## src/sv/htb_pkg.sv

```systemverilog
// Shared types and constants of the hit time bunch clusterer.
package htb_pkg;

  localparam int unsigned TimeW   = 48;
  localparam int unsigned SpanW   = 32;
  localparam int unsigned CountW  = 16;
  localparam int unsigned ChanW   = 6;
  localparam int unsigned CfgW    = 32;
  localparam int unsigned CfgIdxW = 2;

  localparam int unsigned NewChannels = 4;
  localparam int unsigned QueueDepth  = 2;

  localparam logic [ChanW:0]    NewChanLimit = (ChanW + 1)'(NewChannels);
  localparam logic [CfgW-1:0]   CutoffReset  = 32'd40000;
  localparam logic [CfgW-1:0]   RangeReset   = 32'd500000;
  localparam logic [CountW-1:0] CountMax     = '1;

  typedef enum logic [1:0] {
    OP_HIT,
    OP_FLUSH,
    OP_BAD
  } op_e;

  typedef enum logic [CfgIdxW-1:0] {
    REG_CUTOFF = 2'd0,
    REG_RANGE  = 2'd1,
    REG_WEIGHT = 2'd2
  } reg_idx_e;

  typedef struct packed {
    op_e              op;
    logic             group;
    logic [TimeW-1:0] hit_time;
  } entry_t;

  typedef struct packed {
    logic [CfgW-1:0] bunch_cutoff;
    logic [CfgW-1:0] bunch_range;
    logic            weight_by_size;
  } cfg_t;

  typedef struct packed {
    logic              status;
    logic              group;
    logic [SpanW-1:0]  span;
    logic [CountW-1:0] size;
    logic [CountW-1:0] weight;
    logic              last;
  } result_t;

endpackage

```

## src/sv/htb_queue.sv

```systemverilog
// Small FIFO that holds classified items between the front and back parts.
module htb_queue #(
  parameter int unsigned Depth = htb_pkg::QueueDepth
) (
  input  logic            clk_i,
  input  logic            rst_ni,
  input  logic            push_i,
  input  htb_pkg::entry_t data_i,
  output logic            full_o,
  input  logic            pop_i,
  output logic            valid_o,
  output htb_pkg::entry_t data_o
);
  import htb_pkg::*;

  localparam int unsigned PtrW = $clog2(Depth);
  localparam int unsigned CntW = $clog2(Depth + 1);

  entry_t            mem_q [Depth];
  logic [PtrW-1:0]   wr_ptr_q, wr_ptr_d;
  logic [PtrW-1:0]   rd_ptr_q, rd_ptr_d;
  logic [CntW-1:0]   count_q, count_d;

  always_comb begin
    wr_ptr_d = wr_ptr_q;
    rd_ptr_d = rd_ptr_q;
    if (push_i) begin
      wr_ptr_d = (wr_ptr_q == PtrW'(Depth - 1)) ? '0 : wr_ptr_q + 1'b1;
    end
    if (pop_i) begin
      rd_ptr_d = (rd_ptr_q == PtrW'(Depth - 1)) ? '0 : rd_ptr_q + 1'b1;
    end
    count_d = count_q + CntW'(push_i) - CntW'(pop_i);
  end

  always_ff @(posedge clk_i or negedge rst_ni) begin
    if (!rst_ni) begin
      wr_ptr_q <= '0;
      rd_ptr_q <= '0;
      count_q  <= '0;
    end else begin
      wr_ptr_q <= wr_ptr_d;
      rd_ptr_q <= rd_ptr_d;
      count_q  <= count_d;
    end
  end

  always_ff @(posedge clk_i) begin
    if (push_i) begin
      mem_q[wr_ptr_q] <= data_i;
    end
  end

  assign full_o  = (count_q == CntW'(Depth));
  assign valid_o = (count_q != '0);
  assign data_o  = mem_q[rd_ptr_q];

endmodule

```

## src/sv/htb_front.sv

```systemverilog
// Front part: accepts input items, classifies them and queues them for the back part.
module htb_front #(
  parameter int unsigned Depth = htb_pkg::QueueDepth
) (
  input  logic                      clk_i,
  input  logic                      rst_ni,
  input  logic                      in_valid_i,
  output logic                      in_ready_o,
  input  logic                      kind_i,
  input  logic [htb_pkg::TimeW-1:0] hit_time_i,
  input  logic                      channel_side_i,
  input  logic [htb_pkg::ChanW-1:0] channel_number_i,
  output htb_pkg::entry_t           head_o,
  output logic                      head_valid_o,
  input  logic                      pop_i
);
  import htb_pkg::*;

  entry_t entry;
  logic   bad_chan;
  logic   full;
  logic   push;

  always_comb begin
    bad_chan       = channel_side_i && ({1'b0, channel_number_i} >= NewChanLimit);
    entry.group    = channel_side_i;
    entry.hit_time = hit_time_i;
    if (kind_i) begin
      entry.op = OP_FLUSH;
    end else if (bad_chan) begin
      entry.op = OP_BAD;
    end else begin
      entry.op = OP_HIT;
    end
  end

  assign in_ready_o = !full;
  assign push       = in_valid_i && !full;

  htb_queue #(
    .Depth(Depth)
  ) u_queue (
    .clk_i  (clk_i),
    .rst_ni (rst_ni),
    .push_i (push),
    .data_i (entry),
    .full_o (full),
    .pop_i  (pop_i),
    .valid_o(head_valid_o),
    .data_o (head_o)
  );

endmodule

```

## src/sv/htb_back.sv

```systemverilog
// Back part: keeps the open bunch of each group and produces the result items.
module htb_back (
  input  logic             clk_i,
  input  logic             rst_ni,
  input  htb_pkg::cfg_t    cfg_i,
  input  htb_pkg::entry_t  head_i,
  input  logic             head_valid_i,
  output logic             pop_o,
  output logic             out_valid_o,
  input  logic             out_ready_i,
  output htb_pkg::result_t result_o
);
  import htb_pkg::*;

  logic [TimeW-1:0]  first_q [2];
  logic [TimeW-1:0]  first_d [2];
  logic [TimeW-1:0]  last_q  [2];
  logic [TimeW-1:0]  last_d  [2];
  logic [CountW-1:0] count_q [2];
  logic [CountW-1:0] count_d [2];
  logic [1:0]        open_q, open_d;
  logic              out_valid_q, out_valid_d;
  result_t           result_q, result_d;

  logic              grp;
  logic [TimeW-1:0]  t;
  logic [TimeW-1:0]  diff_first;
  logic [TimeW-1:0]  diff_last;
  logic              joins;
  logic              out_free;
  logic              go;
  logic              emit;

  function automatic result_t bunch_rec(input logic g, input logic [TimeW-1:0] first,
                                        input logic [TimeW-1:0] last,
                                        input logic [CountW-1:0] count,
                                        input logic wbs, input logic fin);
    result_t r;
    logic [TimeW-1:0] span;
    span     = last - first;
    r.status = 1'b0;
    r.group  = g;
    r.span   = span[SpanW-1:0];
    r.size   = count;
    r.weight = wbs ? count : CountW'(1);
    r.last   = fin;
    return r;
  endfunction

  always_comb begin
    grp        = head_i.group;
    t          = head_i.hit_time;
    diff_first = t - first_q[grp];
    diff_last  = t - last_q[grp];
    joins      = (t >= last_q[grp])
              && (diff_first < TimeW'(cfg_i.bunch_range))
              && (diff_last < TimeW'(cfg_i.bunch_cutoff));
    out_free   = !out_valid_q || out_ready_i;
    go         = head_valid_i && out_free;
  end

  always_comb begin
    first_d  = first_q;
    last_d   = last_q;
    count_d  = count_q;
    open_d   = open_q;
    result_d = result_q;
    emit     = 1'b0;
    pop_o    = 1'b0;
    if (go) begin
      unique case (head_i.op)
        OP_BAD: begin
          pop_o           = 1'b1;
          emit            = 1'b1;
          result_d.status = 1'b1;
          result_d.group  = 1'b1;
          result_d.span   = '0;
          result_d.size   = '0;
          result_d.weight = '0;
          result_d.last   = 1'b1;
        end
        OP_HIT: begin
          pop_o = 1'b1;
          if (open_q[grp] && joins) begin
            last_d[grp] = t;
            if (count_q[grp] != CountMax) begin
              count_d[grp] = count_q[grp] + 1'b1;
            end
          end else begin
            if (open_q[grp]) begin
              emit     = 1'b1;
              result_d = bunch_rec(grp, first_q[grp], last_q[grp], count_q[grp],
                                   cfg_i.weight_by_size, 1'b1);
            end
            first_d[grp] = t;
            last_d[grp]  = t;
            count_d[grp] = CountW'(1);
            open_d[grp]  = 1'b1;
          end
        end
        OP_FLUSH: begin
          if (open_q[0]) begin
            emit      = 1'b1;
            result_d  = bunch_rec(1'b0, first_q[0], last_q[0], count_q[0],
                                  cfg_i.weight_by_size, !open_q[1]);
            open_d[0] = 1'b0;
            pop_o     = !open_q[1];
          end else begin
            pop_o = 1'b1;
            if (open_q[1]) begin
              emit      = 1'b1;
              result_d  = bunch_rec(1'b1, first_q[1], last_q[1], count_q[1],
                                    cfg_i.weight_by_size, 1'b1);
              open_d[1] = 1'b0;
            end
          end
        end
        default: begin
          pop_o = 1'b1;
        end
      endcase
    end
    if (emit) begin
      out_valid_d = 1'b1;
    end else if (out_ready_i) begin
      out_valid_d = 1'b0;
    end else begin
      out_valid_d = out_valid_q;
    end
  end

  always_ff @(posedge clk_i or negedge rst_ni) begin
    if (!rst_ni) begin
      open_q      <= '0;
      out_valid_q <= 1'b0;
    end else begin
      open_q      <= open_d;
      out_valid_q <= out_valid_d;
    end
  end

  always_ff @(posedge clk_i) begin
    first_q  <= first_d;
    last_q   <= last_d;
    count_q  <= count_d;
    result_q <= result_d;
  end

  assign out_valid_o = out_valid_q;
  assign result_o    = result_q;

endmodule

```

## src/sv/hit_time_bunch_clusterer.sv

```systemverilog
// Top level of the hit time bunch clusterer: configuration registers, front and back parts.
// A result item is registered at the output once its item has passed through the queue.
// Throughput: one item per cycle while the output register is free; a flush that closes
// both groups' bunches gives one result per group, group 0 first, while the front keeps
// queuing items until the queue is full. Reset clears the item queue, the open-bunch flags
// and the output valid flag, and returns the configuration registers to their defaults.
module hit_time_bunch_clusterer #(
  parameter int unsigned QueueDepth = htb_pkg::QueueDepth
) (
  input  logic                        clk_i,
  input  logic                        rst_ni,
  input  logic                        cfg_we_i,
  input  logic [htb_pkg::CfgIdxW-1:0] cfg_idx_i,
  input  logic [htb_pkg::CfgW-1:0]    cfg_wdata_i,
  input  logic                        in_valid_i,
  output logic                        in_ready_o,
  input  logic                        kind_i,
  input  logic [htb_pkg::TimeW-1:0]   hit_time_i,
  input  logic                        channel_side_i,
  input  logic [htb_pkg::ChanW-1:0]   channel_number_i,
  output logic                        out_valid_o,
  input  logic                        out_ready_i,
  output logic                        status_o,
  output logic                        group_o,
  output logic [htb_pkg::SpanW-1:0]   bunch_span_o,
  output logic [htb_pkg::CountW-1:0]  bunch_size_o,
  output logic [htb_pkg::CountW-1:0]  weight_o,
  output logic                        last_of_run_o
);
  import htb_pkg::*;

  cfg_t    cfg_q, cfg_d;
  entry_t  head;
  logic    head_valid;
  logic    pop;
  result_t result;

  always_comb begin
    cfg_d = cfg_q;
    if (cfg_we_i) begin
      unique case (reg_idx_e'(cfg_idx_i))
        REG_CUTOFF: cfg_d.bunch_cutoff   = cfg_wdata_i;
        REG_RANGE:  cfg_d.bunch_range    = cfg_wdata_i;
        REG_WEIGHT: cfg_d.weight_by_size = cfg_wdata_i[0];
        default: ;
      endcase
    end
  end

  always_ff @(posedge clk_i or negedge rst_ni) begin
    if (!rst_ni) begin
      cfg_q.bunch_cutoff   <= CutoffReset;
      cfg_q.bunch_range    <= RangeReset;
      cfg_q.weight_by_size <= 1'b1;
    end else begin
      cfg_q <= cfg_d;
    end
  end

  htb_front #(
    .Depth(QueueDepth)
  ) u_front (
    .clk_i           (clk_i),
    .rst_ni          (rst_ni),
    .in_valid_i      (in_valid_i),
    .in_ready_o      (in_ready_o),
    .kind_i          (kind_i),
    .hit_time_i      (hit_time_i),
    .channel_side_i  (channel_side_i),
    .channel_number_i(channel_number_i),
    .head_o          (head),
    .head_valid_o    (head_valid),
    .pop_i           (pop)
  );

  htb_back u_back (
    .clk_i       (clk_i),
    .rst_ni      (rst_ni),
    .cfg_i       (cfg_q),
    .head_i      (head),
    .head_valid_i(head_valid),
    .pop_o       (pop),
    .out_valid_o (out_valid_o),
    .out_ready_i (out_ready_i),
    .result_o    (result)
  );

  assign status_o      = result.status;
  assign group_o       = result.group;
  assign bunch_span_o  = result.span;
  assign bunch_size_o  = result.size;
  assign weight_o      = result.weight;
  assign last_of_run_o = result.last;

endmodule

```

## config.mk

```make
export PLATFORM = sky130hd
export DESIGN_NAME = hit_time_bunch_clusterer
export DESIGN_NICKNAME = d
export VERILOG_FILES = /design/src/sv/htb_pkg.sv /design/src/sv/htb_queue.sv /design/src/sv/htb_front.sv /design/src/sv/htb_back.sv /design/src/sv/hit_time_bunch_clusterer.sv
export SDC_FILE = /design/constraint.sdc
export NUM_CORES = 1
export LEC_CHECK = 0
export BUFFER_PORTS_ARGS = -buffer_cell sky130_fd_sc_hd__buf_4
export CORE_MARGIN = 2
export CORE_UTILIZATION = 50
export CTS_CLUSTER_DIAMETER = 50
export CTS_CLUSTER_SIZE = 16
export DETAILED_ROUTE_END_ITERATION = 8
export MAX_ROUTING_LAYER = met4
export PLACE_DENSITY_LB_ADDON = 0.15
export SYNTH_ARGS = -nofsm -noshare
export SYNTH_HDL_FRONTEND = slang
export SYNTH_SLANG_ARGS = --single-unit
```

## constraint.sdc

```tcl
create_clock -name clk_i -period 11.2 [get_ports clk_i]
set_input_delay 2.8 -clock clk_i [delete_from_list [all_inputs] [get_ports clk_i]]
set_output_delay 2.8 -clock clk_i [all_outputs]
set_load 0.1 [all_outputs]
```

### After elaboration in Yosys (flattened, before gate mapping)

Memory sizes are Yosys's and may differ from the RTL's.
Index checks and enable logic that the tools add are counted.

| cells by class | value |
|---|---|
| add/sub/neg operators | 10 |
| $lt $le $gt $ge | 8 |
| equality and inequality tests | 11 |
| mux-type cells | 50 |
| bitwise gates (word level) | 6 |
| reduce and logical (&&, ||, !) cells | 27 |

Operators with widths:

| kind | number |
|---|---|
| $mux 48 | 7 |
| $mux 67 | 4 |
| $pmux 67 s3 | 1 |
| $bwmux 96 | 2 |
| $mux 16 | 7 |
| $lt 48x32->1 | 2 |
| $sub 32x32->32 | 3 |
| $sub 48x48->48 | 2 |
| $mux 32 | 2 |
| $demux 48 s1 | 1 |
| $ge 48x48->1 | 1 |
| $bwmux 32 | 1 |
| $and 30x30->30 | 1 |
| $not 30->30 | 1 |
| $mux 1 | 18 |
| $add 16x1->16 const B | 1 |
| $demux 16 s1 | 1 |
| $ne 16x16->1 const B | 1 |
| $reduce_and 3->1 | 3 |
| $logic_and 1x1->1 | 8 |
| $reduce_and 2->1 | 4 |
| $eq 2x2->1 const B | 3 |
| $ge 6x3->1 const B | 1 |
| $mux 2 | 3 |
| 24 further kinds | 34 |

| storage, ports and cells | value |
|---|---|
| register bits after elaboration | 363 |
| RAM bits | 102 |
| input bits | 95 |
| output and inout port bits | 69 |
| logic and storage cells | 134 |
| memories | 1 |

Memory list:

| memory | depth | width | read ports | clocked after Yosys merged registers in | wr ports | RTL line | RTL |
|---|---|---|---|---|---|---|---|
| u_front.u_queue.mem_q | 2 | 51 | 1 | 0 | 1 | htb_queue.sv:19 | `entry_t mem_q [Depth];` |

### Longest topological paths before layout

Gate-level depths: netlist of run 1.
An unclocked memory read counts as a cell.

| logic depth | value |
|---|---|
| depth after elaboration | 14 |
| gate-level depth with buffers | 40 |
| depth with buffers taken out | 29 |

### Hierarchy

A second synthesis of run 1 with hierarchy kept.

| unflattened totals | value |
|---|---|
| cells, all modules | 2957 |
| area total of the unflattened synthesis | 31036.0 µm² |

Modules (own cells, without submodules):

| module | times used | cells an instance | area each (µm²) | sequential area each (µm²) |
|---|---|---|---|---|
| htb_back | 1 | 2640 | 24404.7 | 8813.5 |
| htb_queue | 1 | 174 | 4131.5 | 3163.0 |
| hit_time_bunch_clusterer | 1 | 139 | 2476.1 | 1642.8 |
| htb_front | 1 | 4 | 23.8 | 0.0 |

### Worst setup path after synthesis of run 1

OpenSTA, ideal clock, no wires.

| timing | value |
|---|---|
| path type | reg-to-reg |
| from | register u_front.u_queue.rd_ptr_q |
| to | register u_back.result_q, in the netlist u_back.result_o[0] (enable) |
| setup time | 0.575 ns |
| data arrival time | 11.480 ns |
| required time | 10.625 ns |
| path slack | -0.855 ns |
| cell stages (with the launch flop) | 39 |
| path buffers | 9 |
| period minus slack after synthesis | 12.055 ns |
| path through | dfrtp_1 > buf_6 > mux2_4 > buf_12 > buf_2 > clkbuf_1 > clkbuf_1 > buf_1 > clkbuf_1 > clkbuf_1 > nor2_1 > a21oi_1 > ha_1 > a21o_1 > a21o_1 > a211oi_1 > and3_1 > a31o_2 > [3 not listed] > o21ai_0 > xor2_1 > ha_1 > nand4_1 > nor3_1 > o2111ai_1 > a21oi_1 > a2bb2oi_1 > nand4_1 > nor4_1 > nand3_1 > nor3_2 > nand3_1 > nor4b_2 > or4b_1 > buf_6 > a21oi_1 > nor3_1 |

| on the way | value |
|---|---|
| cells in the longest elaborated chain, start to end | 12 |
| elaborated cells between the ends (all ways) | 26 |
| those cells by class | add/sub (2); order compare (3); eq/ne (5); mux (8); bitwise (1); reduce/logical (6); memory (1) |

RTL lines:

| element | RTL line | RTL |
|---|---|---|
| from (decl) | htb_queue.sv:21 | `logic [PtrW-1:0] rd_ptr_q, rd_ptr_d;` |
| from (signal assigned) | htb_queue.sv:43 | `rd_ptr_q <= rd_ptr_d;` |
| $mem_v2 2x51 * | n/a |  |
| $not 1->2 (not written as such) | htb_back.sv:53, htb_back.sv:54, htb_back.sv:55 |  |
| $mux 48 (3 in series) | n/a |  |
| $sub 48x48->48 | htb_back.sv:53 | `diff_first = t - first_q[grp];` |
| $lt 48x32->1 | htb_back.sv:56 | `&& (diff_first < TimeW'(cfg_i.bunch_range))` |
| $logic_and 1x1->1 | htb_back.sv:56 |  |
| $logic_and 1x1->1 | htb_back.sv:57 | `&& (diff_last < TimeW'(cfg_i.bunch_cutoff));` |
| $logic_and 1x1->1 | htb_back.sv:84 | `if (open_q[grp] && joins) begin` |
| $ne 2x2->1 (no line) | n/a |  |
| $reduce_and 5->1 (no line) * | n/a |  |
| to (signal assigned) | htb_back.sv:146 | `result_q <= result_d;` |
| to (decl) | htb_back.sv:23 | `result_t result_q, result_d;` |

Every way passes the cells marked *; elsewhere a longest branch is shown, timed or not. The select of a mux whose other input is x is not followed.
A chain may end at the register's enable or synchronous reset.

==> results.md, run 1 <==
* Final Skew at 0.0446 ns
* Mapped Nets at 3,524
* Total track usage at 30.3%
* Final setup vio count at 0
* Worst Path Required at 11.54 ns
* Final Hold Fails at 0
* Worst-skew pair later-pin latency at 0.65 ns
* Router iterations before antenna repair at 6
* Most used DFF post-synth: edfxtp_1
* Die area at 0.0646 mm2
* TritonCTS clock tree: yes
* First-pass GRT wire length at 144,000 um
* Chip width at 254 um
* Synthesized area at 0.0313 mm2
* Warnings from Yosys at 0
* Nets@finish at 3,664
* Top post-synthesis cells by count: edfxtp_1 (393), nand2_1 (336), a21oi_1 (245), inv_1 (245), ha_1 (243)
* Normalized max-slew margin at 24.0%
* CP Class: flip-flop to flip-flop
* Htree depth at 2
* Number of flops mapped to enable cells by yosys at 393
* Tcrit/Tclk final at 85.9%
* Register area at 0.0136 mm2
* Post-DR vias/cell at 6.05
* Initial drt markers at 2,407
* Max Buffers Root-to-Sink at 3
* Initial antenna violation count at 1
* Initial core utilization at 50.6%
* Die height at 254 um
* RR Endpoint: u_back.count_q[2]
* Yosys reg bits at 465
* WP data arrival at 9.97 ns
* # DRC at 0
* Postcts setup bufs at 0
* I/O Buffers at 161
* Share of cells above drive strength 1 at 12.9%
* Yosys top cell area share at 37.7%
* Crit-path max FO at 29
* Cell variety after synth at 96
* Fmax at 0.104 GHz
* Outcome: complete, no violations
* RSZ-0062 raised after global routing: false
* Hold wc startpoint: cfg_q[10]
* Total gr overflow at 0
* Synth Instances at 3,183
* Post-DRT Antenna Nets at 0
* Fin. max-slew vios at 0
* Register area share after synthesis at 43.6%
* CTS resizes at 0
* Async SR Flop Fraction at 15.5%
* Fillers at 5,432
* Maximum number of pins on one net before global-route repair at 106
* Root Driver: clkbuf_16
* Syn Area/Cell at 9.82 um2
* Worst-path clk slew at 0.07 ns
* Total number of vias at 25,469
* Ports at 164
* GPL Wtd Cong at 1.01
* Setup TNS at 0 ns
* Crit end category: flip-flop
* # rows at 91
* Final wirelength at 95,500 um
* R2R setup slack at 1.57 ns
* Worst Setup Start Kind: flip-flop
* Leading area contributor after synthesis: edfxtp_1
* Max-cap viol count at 0
* Worst Hold Class: flip-flop to flip-flop
* Slowest cell on the critical path: or4b_1
* Cell with the most instances after synthesis: edfxtp_1
* FF-to-FF Start: u_front.u_queue.rd_ptr_q
* Tmin final at 9.63 ns
* Area delta synth->final at 13.0%
* Inserted Clock Buffers at 54
* Multi-input logic area at 0.0164 mm2
* Core area at 0.0618 mm2
* Vias in the first global route at 24,234
* FF-to-FF path depth at 28
* Cts hold-fix bufs at 0
* Post-DP HPWL at 74,000 um
* Hold Path End: cfg_q[10]
* Hold path depth at 1
* Clock Sinks at 465
* Tightest Pin Transition at 1.14 ns
* Post-DR wirelength/cell at 22.7 um
* Max stage delay on crit path at 0.86 ns
* Top cells by area, synth: edfxtp_1 (38%), ha_1 (9.7%), dfrtp_1 (4.7%), nand2_1 (4.0%), a21oi_1 (3.9%)
logic make-up after synthesis:
group	synth area share [%]
flip-flops	43.6
AND/OR/NAND/NOR	14.3
AO/OA/AOI/OAI	17.9
multiplexers	5.31
buffers and inverters	4.36
adder cells (fa/ha/maj)	10.1
XOR/XNOR	4.43
stage by stage:
stage                     worst slack [ns]  cells  hold slack, ns  area, um2  utilization [%]
final                                 1.57   4207           0.508      35300             57.2
after CTS                             1.75   4205           0.509      35300             57.1
after global routing                  1.11   4206           0.515      35300             57.1
after global placement                2.00   4104           0.491      33400             54.1
after detailed placement              1.80   4104           0.493      33400             54.1
after floorplan                      0.424   3183           0.461      31300                -
layout make-up:
type / count / area share (%)
diodes: 2 / 0.0142
clock buffers: 61 / 4.08
clock inverters: 40 / 1.32
inverters: 245 / 2.60
multi-input cells: 2368 / 46.4
flip-flops and latches: 465 / 38.5
well taps: 837 / 2.96
repair buffers: 189 / 4.09
metal layers:
metal | share of wire [%] | track usage [%] | vias to the layer above
li1 | - | - | 11996
met1 | 45 | 42.3 | 12345
met2 | 45 | 46.6 | 986
met3 | 7.3 | 4.23 | 142
met4 | 2.5 | 7.76 | 0
met5 | 0 | - | -
registers in the layout, summed over array words and instances (netlist names):
register and cells:
cfg_q 65, u_front.u_queue.count_q 2, u_front.u_queue.wr_ptr_q 1, u_back.last_q 96, u_back.open_q 2, u_front.u_queue.rd_ptr_q 1
u_back.out_valid_o 1, u_front.u_queue.mem_q 102, u_back.first_q 96, u_back.count_q 32, u_back.result_o 67
cell usage in the layout (no fill, tap or decap), drive strengths merged, types with 34 or more instances in the layout:
master and count:
a211oi 53, a21o 80, a21oi 246, and2 47, and3 34, buf 189, clkbuf 61, dfrtp 59
edfxtp 393, ha 243, inv 257, mux2 89, mux2i 61, nand2 336, nand2b 61, nand3 79
nand4 45, nor2 206, nor3 56, o21ai 189, xnor2 95, xor2 63
worst max-delay path by stage:
| stage | startpoint | slack (ns) | end |
|---|---|---|---|
| floorplan | u_front.u_queue.rd_ptr_q | 0.42 | u_back.first_q[0] |
| global placement | u_front.u_queue.rd_ptr_q | 2.00 | u_back.count_q[3] |
| detailed placement | u_front.u_queue.rd_ptr_q | 1.80 | u_back.count_q[4] |
| CTS | u_front.u_queue.rd_ptr_q | 1.75 | u_back.count_q[2] |
| global route | u_front.u_queue.rd_ptr_q | 1.11 | u_back.count_q[9] |
| finish | u_front.u_queue.rd_ptr_q | 1.57 | u_back.count_q[2] |
worst max-delay path: cells and delay by family, from the launching register on:
kind | cells | cell delay [ns]
compound gates | 6 | 1.97
xor+xnor | 1 | 0.34
fa+ha+maj | 2 | 0.65
buf+inv | 3 | 1.14
flops | 1 | 0.43
mux | 1 | 0.53
simple gates | 15 | 4.16
Power of run 1 is not shown: default switching activity piles up to over one toggle a cycle in this logic, so the estimate is an artifact.
==> inputs of run 2 (changes only) <==
--- a/config.mk
+++ b/config.mk
@@ -5,13 +5,12 @@
 export SDC_FILE = /design/constraint.sdc
 export NUM_CORES = 1
 export LEC_CHECK = 0
-export BUFFER_PORTS_ARGS = -buffer_cell sky130_fd_sc_hd__buf_4
 export CORE_MARGIN = 2
 export CORE_UTILIZATION = 50
 export CTS_CLUSTER_DIAMETER = 50
 export CTS_CLUSTER_SIZE = 16
 export DETAILED_ROUTE_END_ITERATION = 8
-export MAX_ROUTING_LAYER = met4
+export DONT_BUFFER_PORTS = 1
 export PLACE_DENSITY_LB_ADDON = 0.15
 export SYNTH_ARGS = -nofsm -noshare
 export SYNTH_HDL_FRONTEND = slang
==> run 2 against run 1 <==
Utilization is 2.2 points lower; count of clock-buffer cells in the layout fell by 2; cell area decreased by 3.8%; first-iteration DRC count grew 4.1%; the flow now finishes with violations (design-rule violations).
==> results.md, run 2 (synthesis gave the netlist of run 1 again) <==
* Violated checks: design-rule violations
* Nets@finish at 3,494
* Total track usage at 29.4%
* Total gr overflow at 0
* Vias in the first global route at 23,663
* Ports at 164
* TritonCTS clock tree: yes
* Tmin final at 9.61 ns
* Htree depth at 2
* Initial drt markers at 2,505
* Commonest non-fill, non-tap cell in the layout: edfxtp_1
* First-pass GRT wire length at 143,000 um
* Total number of vias at 24,714
* Worst-skew pair later-pin latency at 0.63 ns
* Post-DR vias/cell at 6.13
* Initial antenna violation count at 2
* Chip width at 254 um
* Tightest Pin Transition at 1.09 ns
* GPL Wtd Cong at 0.978
* Worst Hold Class: flip-flop to flip-flop
* I/O Buffers at 0
* Die height at 254 um
* RR Endpoint: u_back.count_q[8]
* Inserted Clock Buffers at 51
* Clock Sinks at 465
* Crit end category: flip-flop
* Final wirelength at 95,600 um
* Worst setup startpoint: u_front.u_queue.rd_ptr_q
* Die area at 0.0646 mm2
* Max-cap viol count at 0
* Area delta synth->final at 8.72%
* Post-DR wirelength/cell at 23.7 um
* Crit-path max FO at 24
* Max stage delay on crit path at 0.93 ns
* Post-DRT Antenna Nets at 0
* Final Hold Fails at 0
* Fmax at 0.104 GHz
* Worst-path clk slew at 0.07 ns
* Largest Register: u_front.u_queue.mem_q
* Router iterations before antenna repair at 9
* CTS resizes at 0
* Setup TNS at 0 ns
* Core area at 0.0618 mm2
* Postcts setup bufs at 0
* RSZ-0062 raised after global routing: false
* Outcome: complete, but fails checks
* Final Skew at 0.0332 ns
* Hold Path End: cfg_q[25]
* Root Driver: clkbuf_16
* Worst Setup Start Kind: flip-flop
* Number of flip-flops under the largest register name at 102
* Share of cells above drive strength 1 at 8.23%
* Cts hold-fix bufs at 0
* Largest regs: u_front.u_queue.mem_q: 102 flops, u_back.first_q: 96 flops, u_back.last_q: 96 flops
* FF-to-FF path depth at 28
* CP Class: flip-flop to flip-flop
* Hold wc startpoint: cfg_q[25]
* R2R setup slack at 1.59 ns
* Tcrit/Tclk final at 85.8%
* Maximum number of pins on one net before global-route repair at 73
* Normalized max-slew margin at 27.6%
* Fin. max-slew vios at 0
* Hold path depth at 1
* # DRC at 7
* Max Buffers Root-to-Sink at 3
* Final setup vio count at 0
* FF-to-FF Start: u_front.u_queue.rd_ptr_q
* Post-DP HPWL at 73,900 um
* Top delay family on crit path: compound AO/OA/AOI/OAI gates
* Initial core utilization at 50.6%
* Worst Path Buf+Inv at 1
* Slowest cell on the critical path: or4b_1
* Worst Path Required at 11.57 ns
* WP data arrival at 9.99 ns
* Commonest cells after routing, fill and taps aside: edfxtp_1 (393), nand2_1 (336), inv_1 (245), a21oi_1 (245), ha_1 (243)
* # rows at 91
* Hold_ws at 0.507 ns
==> run 2: how the worst max path moves through the flow <==
stage / depth (start not counted) / to / slack, ns
2_1_floorplan: 39 / u_back.first_q[0] / 0.42
3_3_place_gp: 28 / u_back.count_q[0] / 1.78
3_5_place_dp: 28 / u_back.count_q[3] / 1.72
4_1_cts: 28 / u_back.count_q[1] / 1.69
5_1_grt: 27 / u_back.count_q[4] / 1.06
6_report: 28 / u_back.count_q[8] / 1.59
==> run 2: final cells by class <==
class                      count  area [um2]
fill                        5393       27800
clock buffer                  59        1380
multi-input combinational   2368       16400
clock inverter                36         430
antenna                        1        2.50
sequential                   465       13600
tap                          837        1050
timing repair buffer          22         203
inverter                     245         920
==> run 2: stage by stage <==
stage	instance area, um2	setup WS [ns]	instances	util [%]
2_1_floorplan	31300	0.424	3183	-
3_3_place_gp	32200	1.78	3937	52.0
3_5_place_dp	32200	1.72	3937	52.0
4_1_cts	34000	1.69	4032	55.0
5_1_grt	34000	1.06	4032	55.0
6_report	34000	1.59	4033	55.0
==> run 2: layer usage <==
layer | global-route usage, % | share of wire (%)
met1 | 42.1 | 45
met2 | 46.6 | 45
met3 | 4.72 | 7.7
met4 | 7.26 | 2.3
met5 | 0 | 0
Power of run 2 is left out for the same reason.
